<file path="src/rtl/core/cau_pkg.sv">
package cau_pkg;

  // Operand and fixed-point geometry (signed Q16.16)
  localparam int DW  = 32;
  localparam int FB  = 16;
  localparam int PW  = 2 * DW;
  localparam int SW  = PW + 1;
  localparam int QD  = 4;
  localparam int QAW = $clog2(QD);
  localparam int QCW = $clog2(QD + 1);

  // Opcodes
  localparam logic [1:0] OP_ADD = 2'd0;
  localparam logic [1:0] OP_SUB = 2'd1;
  localparam logic [1:0] OP_MUL = 2'd2;
  localparam logic [1:0] OP_DIV = 2'd3;

  // Status codes
  localparam logic [1:0] ST_OK   = 2'd0;
  localparam logic [1:0] ST_SAT  = 2'd1;
  localparam logic [1:0] ST_DIV0 = 2'd2;

  typedef struct packed {
    logic [1:0]           opcode;
    logic signed [DW-1:0] a_re;
    logic signed [DW-1:0] a_im;
    logic signed [DW-1:0] b_re;
    logic signed [DW-1:0] b_im;
  } cau_in_t;

  typedef struct packed {
    logic signed [DW-1:0] res_re;
    logic signed [DW-1:0] res_im;
    logic [1:0]           status;
  } cau_out_t;

  // Classified item passed from front to back
  typedef struct packed {
    cau_in_t op;
    logic    div_zero;
  } cau_item_t;

  typedef struct packed {
    logic [1:0] opcode;
    logic       div_zero;
  } cau_ctl_t;

  // One part of the result as it travels through the divider steps
  typedef struct packed {
    logic          neg;
    logic [PW-1:0] mag;
    logic          ovf;
    logic [PW-1:0] rem;
    logic [DW-1:0] nbits;
    logic [DW-1:0] quo;
  } cau_lane_t;

  typedef struct packed {
    cau_ctl_t      ctl;
    logic [PW-1:0] den;
    cau_lane_t     re;
    cau_lane_t     im;
  } cau_dstage_t;

endpackage

</file>
<file path="src/rtl/core/cau_front.sv">
module cau_front
  import cau_pkg::*;
(
  input  logic      clk,
  input  logic      rst_n,
  input  logic      push,
  output logic      full,
  input  cau_in_t   in_data,
  input  logic      q_full,
  output logic      f_move,
  output cau_item_t f_item
);

  logic      f_v_r, f_v_nxt;
  cau_item_t f_item_r;
  logic      accept;

  assign full   = f_v_r && q_full;
  assign accept = push && !full;
  assign f_move = f_v_r && !q_full;
  assign f_item = f_item_r;

  // Hold the beat until the queue takes it
  always_comb begin
    f_v_nxt = f_v_r;
    if (accept) begin
      f_v_nxt = 1'b1;
    end else if (f_move) begin
      f_v_nxt = 1'b0;
    end
  end

  always_ff @(posedge clk) begin
    if (!rst_n) begin
      f_v_r <= 1'b0;
    end else begin
      f_v_r <= f_v_nxt;
    end
  end

  // Capture and flag a zero divisor
  always_ff @(posedge clk) begin
    if (accept) begin
      f_item_r.op       <= in_data;
      f_item_r.div_zero <= (in_data.opcode == OP_DIV) && (in_data.b_re == '0) &&
                           (in_data.b_im == '0);
    end
  end

endmodule

</file>
<file path="config.mk">
export PLATFORM = sky130hd
export DESIGN_NAME = cau_front
export DESIGN_NICKNAME = d
export VERILOG_FILES = /design/src/rtl/core/cau_pkg.sv /design/src/rtl/core/cau_front.sv
export SDC_FILE = /design/constraint.sdc
export NUM_CORES = 1
export LEC_CHECK = 0
export ABC_AREA = 1
export BUFFER_PORTS_ARGS = -buffer_cell sky130_fd_sc_hd__buf_4
export CAP_MARGIN = 20
export CORE_AREA = 2 2 104 106
export CTS_CLUSTER_SIZE = 25
export DETAILED_ROUTE_END_ITERATION = 12
export DIE_AREA = 0 0 106 108
export PLACE_DENSITY = 0.77
export REMOVE_ABC_BUFFERS = 1
export SLEW_MARGIN = 20
export SYNTH_ARGS = -nofsm -noshare
export SYNTH_HDL_FRONTEND = slang
export SYNTH_SLANG_ARGS = --single-unit
</file>
<file path="constraint.sdc">
create_clock -name clk -period 11.07 [get_ports clk]
set_clock_uncertainty 0.15 [all_clocks]
set_input_delay 2.214 -clock clk [delete_from_list [all_inputs] [get_ports clk]]
set_output_delay 2.214 -clock clk [all_outputs]
set_load 0.005 [all_outputs]
</file>
==> results.yml <==
final_layout:
  layout-drive-gt1-share_pct: 59.8
  antennaDiodeCount: 0
  nets: 618
  fin_util_pct: 68.6
  syn_to_final_growth_pct: 66.4
  fin_area_sq_um: 7020
critical_path:
  critPathCaptureType: "output pin"
  slowest_delay_ps: 140
  worstPathRequired_ps: 8710
  r2r_slack_ps: 9320
  crit_slowest_cell: "buf_4"
  crit_buf_inv: 3
  ff2ff_path_depth: 4
  r2r_start: "f_v_r"
  cp.arrival_ps: 2600
  cp_common_cell: "buf_4"
  critPathMaxFanout: 2
  cp_top_family: "buffers and inverters"
  cp_cell_sequence: "buf_4 -> nand2_1 -> inv_1 -> buf_4"
  reg2reg_to: "f_item[118]"
  setup.worst_path.class: "in -> out"
  critPathLaunchType: "input pin"
sta:
  slew_violations: 0
  fin_crit_ps: 4970
  rsz0062_at_grt: "false"
  fin_setup_tns_ps: 0
  fmax_ghz: 0.201
  hold_viol: 0
  max_slew_margin_pct: 45.0
  setup_violations: 0
  period_share_pct: 44.9
  worst_pin_slew_ps: 825
pwr:
  power.share.combinational_pct: 8.1
  switching_share_pct: 18.6
  p_switching_w: 0.000236
  power.internal_w: 0.00103
  seq_power_share_pct: 46.8
  pwr-share-clk_pct: 45.2
  worst_ir_drop_vdd_v: 0.0000807
  p_leak_nw: 2.96
  p_per_area_nw_per_um2: 181
logic_synthesis:
  synth_area_sq_um: 4220
  synth_common_cells: "131 x edfxtp_1, 40 x nor2_1, 15 x nand2_1"
  async_reset_ff_share_pct: 0
  yosysMostFrequentCell: "edfxtp_1"
  ys_seq_area_share_pct: 93.8
  synth_ff_type: "edfxtp_1"
  synth_area_leader_cell: "edfxtp_1"
  yosysTopAreaCellShare_pct: 93.3
  avgSynthCellArea_sq_um: 21.4
  synth_cells: 197
  synth_edf_count: 131
  yosysWarnings: 0
  ys_seq_elements: 132
  synthTopCellsByArea: "edfxtp_1 93%, nor2_1 3.6%, nand2_1 1.3%, dfxtp_1 0.47%, nand4_1 0.30%"
  synth_cell_types: 11
grt:
  antenna_found_initial: 0
  gr-usage-met2_pct: 31.9
  top_usage_layer: "met2"
  grt_pass1_vias: 2876
  grt.met1_usage_pct: 17.4
  gr-total-overflow: 0
  grt_pass1_wl_mm: 14.9
  grt_max_degree: 68
  grt_usage_pct: 18.2
  grt_util_met3_pct: 8.56
clock_network:
  clk_latency_ps: 510
  clkSlewWorstSetupHoldPaths_ps: 60
  cts_setup_buffers: 0
  cts_buffers: 17
  cts_resized: 0
  hold_buffers: 0
  clockBufferDepth: 2
  cts_tree: "yes"
  clkSinkCount: 132
  root_buffer: "clkbuf_8"
  htreeDepth: 4
route:
  wl_per_cell_microns: 16.4
  final_antenna_net_count: 0
  dr.pass1.iters: 4
  route.detailed.drc: 0
  via_per_inst: 4.38
  vias: 2771
  routed_wl_mm: 10.4
  drt_iter0_drc: 118
die:
  core-area_sq_um: 10200
  fp-row-count: 37
  dieArea_sq_um: 11400
  die_y_microns: 108
  initial_utilization_pct: 41.2
  die_w_microns: 106
  pin_count: 267
worst_hold_path:
  holdPathStages: 2
  hold_class: "reg -> reg"
  hold_start: "f_v_r"
  min_to: "f_v_r"
place:
  routabilityCongestion: 0.768
  placed_area_sq_um: 6400
  port_buffers: 266
flow_run:
  drv_cap: 0
status:
  status: "finished clean"
-- area by class of cell --
cell class,count,area (sq um)
sequential,132,3950
multi-input combinational,62,258
fill,713,3220
tap,136,170
clock inverter,12,185
inverter,3,11.3
timing repair buffer,268,2010
clock buffer,20,425
-- worst register-to-register path, delay by kind of cell, from the launching register on --
kind | cells | cell delay (ps)
buffers and inverters | 2 | 700
DFF | 1 | 310
and+or+nand+nor | 2 | 150
-- flip-flops by register name (all words and copies together), names as in the netlist --
signal  count
f_item    131
f_v_r       1
-- power groups by stage --
stage | Combinational (W) | Sequential [W] | Clock [W]
CTS | 0.000104 | 0.000594 | 0.000586
global placement | 0.000101 | 0.000602 | 0
detailed placement | 0.000104 | 0.000604 | 0
finish | 0.000102 | 0.000594 | 0.000573
global route | 0.000111 | 0.000596 | 0.000605
floorplan | 0.0000122 | 0.000612 | 0
-- cells by family after synthesis --
family / share of synthesized area (%)
and+or+nand+nor: 5.76
DFF: 93.8
AOI/OAI and AO/OA: 0.178
buffers and inverters: 0.267
-- per-layer routing --
metal / wire length [microns] / vias to the layer above
met5: 0 / -
met3: 1120 / 24
met1: 3380 / 1259
li1: - / 1319
met2: 5550 / 169
met4: 305 / 0
-- how the worst max path moves through the flow --
stage / slack [ps] / endpoint / cells after the start / from
final: 6100 / full / 4 / q_full
after detailed placement: 6100 / full / 4 / q_full
after CTS: 6100 / full / 4 / q_full
after floorplan: 2480 / f_item[0] / 3 / q_full
after global routing: 6050 / full / 4 / q_full
after global placement: 6110 / full / 4 / q_full
-- cells in the final DEF, fill, tap and decap left out --
| cell | n |
|---|---|
| inv_1 | 3 |
| clkbuf_16 | 16 |
| buf_4 | 268 |
| clkinvlp_4 | 1 |
| a21boi_0 | 1 |
| clkinv_1 | 2 |
| clkbuf_8 | 1 |
| dfxtp_1 | 1 |
| nor2_2 | 1 |
| nand3_1 | 1 |
| nand2_1 | 15 |
| nor3_1 | 1 |
| bufinv_16 | 5 |
| clkbuf_1 | 3 |
| nor2_1 | 39 |
| nor2_4 | 1 |
| clkinv_2 | 4 |
| nand3b_1 | 1 |
| nand4_1 | 2 |
| edfxtp_1 | 131 |
-- per-stage QoR --
stage | worst slack, ps | total power [W] | hold slack [ps] | instances
global placement | 6110 | 0.000704 | 324 | 601
detailed placement | 6100 | 0.000708 | 346 | 601
floorplan | 2480 | 0.000624 | 313 | 197
global route | 6050 | 0.00131 | 406 | 633
finish | 6100 | 0.00127 | 348 | 633
CTS | 6100 | 0.00128 | 353 | 633
No activity file was read; power rests on OpenSTA's default activity.
