## src/rtl/core/cau_pkg.sv

```systemverilog
package cau_pkg;

  // Operand and fixed-point geometry (signed Q16.16)
  localparam int DW  = 32;
  localparam int FB  = 16;
  localparam int PW  = 2 * DW;
  localparam int SW  = PW + 1;
  localparam int QD  = 4;
  localparam int QAW = $clog2(QD);
  localparam int QCW = $clog2(QD + 1);

  // Opcodes
  localparam logic [1:0] OP_ADD = 2'd0;
  localparam logic [1:0] OP_SUB = 2'd1;
  localparam logic [1:0] OP_MUL = 2'd2;
  localparam logic [1:0] OP_DIV = 2'd3;

  // Status codes
  localparam logic [1:0] ST_OK   = 2'd0;
  localparam logic [1:0] ST_SAT  = 2'd1;
  localparam logic [1:0] ST_DIV0 = 2'd2;

  typedef struct packed {
    logic [1:0]           opcode;
    logic signed [DW-1:0] a_re;
    logic signed [DW-1:0] a_im;
    logic signed [DW-1:0] b_re;
    logic signed [DW-1:0] b_im;
  } cau_in_t;

  typedef struct packed {
    logic signed [DW-1:0] res_re;
    logic signed [DW-1:0] res_im;
    logic [1:0]           status;
  } cau_out_t;

  // Classified item passed from front to back
  typedef struct packed {
    cau_in_t op;
    logic    div_zero;
  } cau_item_t;

  typedef struct packed {
    logic [1:0] opcode;
    logic       div_zero;
  } cau_ctl_t;

  // One part of the result as it travels through the divider steps
  typedef struct packed {
    logic          neg;
    logic [PW-1:0] mag;
    logic          ovf;
    logic [PW-1:0] rem;
    logic [DW-1:0] nbits;
    logic [DW-1:0] quo;
  } cau_lane_t;

  typedef struct packed {
    cau_ctl_t      ctl;
    logic [PW-1:0] den;
    cau_lane_t     re;
    cau_lane_t     im;
  } cau_dstage_t;

endpackage

```

## src/rtl/core/cau_queue.sv

```systemverilog
module cau_queue
  import cau_pkg::*;
(
  input  logic      clk,
  input  logic      rst_n,
  input  logic      wr,
  input  cau_item_t wr_item,
  input  logic      rd,
  output logic      q_full,
  output logic      q_valid,
  output cau_item_t q_item
);

  cau_item_t        mem_r [QD];
  logic [QAW-1:0]   wr_ptr_r, wr_ptr_nxt;
  logic [QAW-1:0]   rd_ptr_r, rd_ptr_nxt;
  logic [QCW-1:0]   cnt_r, cnt_nxt;

  assign q_full  = (cnt_r == QCW'(QD));
  assign q_valid = (cnt_r != '0);
  assign q_item  = mem_r[rd_ptr_r];

  // Advance pointers and occupancy
  always_comb begin
    wr_ptr_nxt = wr ? wr_ptr_r + 1'b1 : wr_ptr_r;
    rd_ptr_nxt = rd ? rd_ptr_r + 1'b1 : rd_ptr_r;
    cnt_nxt    = cnt_r;
    if (wr && !rd) begin
      cnt_nxt = cnt_r + 1'b1;
    end else if (rd && !wr) begin
      cnt_nxt = cnt_r - 1'b1;
    end
  end

  always_ff @(posedge clk) begin
    if (!rst_n) begin
      wr_ptr_r <= '0;
      rd_ptr_r <= '0;
      cnt_r    <= '0;
    end else begin
      wr_ptr_r <= wr_ptr_nxt;
      rd_ptr_r <= rd_ptr_nxt;
      cnt_r    <= cnt_nxt;
    end
  end

  // Store the incoming beat
  always_ff @(posedge clk) begin
    if (wr) begin
      mem_r[wr_ptr_r] <= wr_item;
    end
  end

endmodule

```

## config.mk

```make
export PLATFORM = sky130hd
export DESIGN_NAME = cau_queue
export DESIGN_NICKNAME = d
export VERILOG_FILES = /design/src/rtl/core/cau_pkg.sv /design/src/rtl/core/cau_queue.sv
export SDC_FILE = /design/constraint.sdc
export NUM_CORES = 1
export LEC_CHECK = 0
export ABC_AREA = 1
export BUFFER_PORTS_ARGS = -buffer_cell sky130_fd_sc_hd__buf_4
export CORE_MARGIN = 5
export CORE_UTILIZATION = 50
export CTS_BUF_LIST = sky130_fd_sc_hd__clkbuf_8
export CTS_CLUSTER_DIAMETER = 50
export DETAILED_ROUTE_END_ITERATION = 8
export PLACE_DENSITY = 0.75
export SYNTH_ARGS = -nofsm -noshare
export SYNTH_HDL_FRONTEND = slang
export SYNTH_SLANG_ARGS = --single-unit
```

## constraint.sdc

```tcl
create_clock -name clk -period 8.4 [get_ports clk]
set_clock_uncertainty 0.05 [all_clocks]
set_input_delay 1.68 -clock clk [delete_from_list [all_inputs] [get_ports clk]]
set_output_delay 1.68 -clock clk [all_outputs]
set_load 0.1 [all_outputs]
```

==> results by group <==
CTS
  • CTS tree: done
  • Root Driver: clkbuf_8
  • Skew-Pair Late Insertion Delay: 0.62 ns
  • Post-CTS Hold Buffers: 0
  • Post-CTS Resized: 0
  • Clock-pin slew on the worst setup and hold paths: approximately 0.05 ns
  • TritonCTS Sinks: 533
  • TritonCTS Buffers: 85
  • Htree depth: 3
  • Longest Clk Path Bufs: 3
  • Post-CTS Setup Bufs: 0

Timing
  • Min cycle time layout: around 5.2 ns
  • Final Hold Violating Endpoints: 0
  • Relative max-transition margin: -0.0900
  • Setup tns final: 0 ns
  • Setup Viol. Count Final: 0
  • RSZ-0062 raised after global routing: false
  • Slew @ Worst Pin: between 1.5 and 2 ns
  • Slew Viols, Final: a little over 90
  • Period utilization: 0.618
  • Fmax: 193 MHz

Routing
  • Met3 WL: approximately 3300 µm
  • Post-Route WL: about 44000 µm
  • Routed wire per std cell: between 15 and 20 µm
  • Drt first pass iters: 5
  • Max Used Layer: met5
  • Via-to-Cell Ratio: between 5 and 6
  • Vias: ~12000
  • M1 wire length: roughly 18000 µm
  • Initial drt markers: between 900 and 1000
  • Remaining antenna violation count after routing: 0
  • Met2 WL post-DR: 21700 µm
  • Residual DRC: 0

Synthesis
  • Mapped Nets: 1466
  • Syn avg cell area: 15.0 µm²
  • Cell variety after synth: 22
  • Synthesis Warnings: 0
  • Cell Area, Synth: roughly 0.020 mm²
  • Register area share after synthesis: 0.802
  • #FFs+latches synth: approximately 530
  • Top post-synthesis cells by area: edfxtp_1 (79%), nor2_1 (5.1%), o21ai_0 (4.9%)
  • Largest area contributor in the netlist: edfxtp_1
  • Top cell type's share of synthesized area: 0.793
  • Gate Count Post-Synth: 1325

Critical path
  • WP data arrival: 3.46 ns
  • Worst-path fanout max: 69
  • CP Class: flip-flop to output pin
  • Setup crit end kind: output pin
  • Worst path required time: 6.67 ns
  • Startpoint Class: flip-flop

Global route
  • Largest net degree at the start of global routing: around 260
  • Vias in the first global route: 12200
  • First-pass GRT wire length: about 68000 µm
  • Global-route usage over all layers: 0.196
  • Total gr overflow: 0
  • Initial antenna violation count: 3

Finish
  • Layout Nets: 1743
  • Register area: between 0.015 and 0.02 mm²
  • Commonest non-fill, non-tap cell in the layout: edfxtp_1
  • Fraction of layout cells with a size suffix above 1: 0.231
  • Filler cell count: between 3000 and 4000
  • Area grow syn2layout: 19.1%
  • Most frequent cells in the layout: edfxtp_1 (524), buf_4 (274), nor2_1 (268), o21ai_0 (196), o22ai_1 (131)
  • Final Non-Filler Cells: roughly 2200
  • Multi-input logic area: about 0.0033 mm²

Die
  • Ports placed on the boundary: 268
  • Cell Rows: 73
  • Die X-Extent: 209 µm
  • Die footprint: about 0.044 mm²
  • CORE AREA: 0.0395 mm²
  • Starting Density: 0.503
  • Die H: 209 µm

Status
  • Status: complete, but fails checks
  • Failing checks: max-slew violations

Power and ir drop
  • Pwr dens: between 200 and 300 mW/mm²
  • Peak supply drop: around 0.18 mV
  • Leakage: about 8.3 nW

Placed design
  • Routability congestion estimate: 0.746
  • Post-DP HPWL: around 23000 µm
  • PortBufs: roughly 270
  • Dpl cells: a little over 2000

Run
  • Maxcap violations: 0

Worst hold path
  • Worst Hold Class: flip-flop to flip-flop
flip-flops by register name, indices dropped and copies added, names as in the netlist, named ones only:
name / flops
wr_ptr_r: 2
cnt_r: 3
mem_r: 524
rd_ptr_r: 2
Yosys cell counts:
cell type and instances:
edfxtp_1 524, nor2_1 268, o21ai_0 196, o22ai_1 131
o21ai_1 72, buf_2 28, clkbuf_1 28, buf_6 21
inv_1 15, nand2_1 10, dfxtp_1 9, clkbuf_2 5
ha_1 5, a21oi_1 4, buf_4 2, buf_8 1
fa_1 1, inv_2 1, inv_6 1, nand3_1 1
nand4_1 1, nor3_1 1
cells by family after synthesis:
| logic type | after synthesis | share of synthesized area |
|---|---|---|
| compound gates | 403 | 0.110 |
| flops | 533 | 0.802 |
| fa+ha+maj | 6 | 0.00416 |
| buf+inv | 102 | 0.0305 |
| simple gates | 281 | 0.0534 |
critical path, stage by stage, from the launching register on:
cell	delay (ns)
dfxtp_4	0.56
inv_4	0.61
buf_4	0.77
o21ai_0	0.26
o22ai_1	0.21
buf_4	0.33
stage by stage:
stage	power (W)	cell area, µm²	hold WS, ns	setup slack [ns]	utilization
2_1_floorplan	0.00404	19800	0.362	3.63	-
3_3_place_gp	0.00432	22100	0.384	3.83	0.559
3_5_place_dp	0.00433	22100	0.375	3.86	0.559
4_1_cts	0.00635	23600	0.395	3.15	0.599
5_1_grt	0.00653	23600	0.439	2.95	0.599
6_report	0.00629	23600	0.399	3.21	0.599
area by class of cell:
class | count | area share
multi-input cells | 690 | 0.141
inverters | 17 | 0.00397
clock inverters | 64 | 0.0138
diodes | 2 | 0.000212
flip-flops and latches | 533 | 0.674
clock buffers | 89 | 0.0518
well taps | 525 | 0.0278
repair buffers | 275 | 0.0879
metal layers:
layer / vias up / global-route usage
li1: 5583 / -
met1: 6000 / 0.252
met3: 68 / 0.0534
met4: 4 / 0.0662
met2: 360 / 0.325
met5: - / 0
final timing paths:
| check | start | to | slack, ns | cells past startpoint |
|---|---|---|---|---|
| setup / recovery | flip-flop | q_item[23] | 3.21 | 5 |
| hold reg to reg | rd_ptr_r[1] | flip-flop | 0.40 | 1 |
| hold / removal | rd_ptr_r[1] | flip-flop | 0.40 | 1 |
| setup reg to reg | wr_ptr_r[0] | mem_r[0][101] | 5.66 | 5 |
power by group:
group	leakage [nW]	switching (W)	internal [W]
logic	2.52	0.000970	0.000229
clock network	0.864	0.000970	0.00104
registers	4.89	0.0000302	0.00304
total	8.28	0.00197	0.00432
No activity file was read; power rests on OpenSTA's default activity.
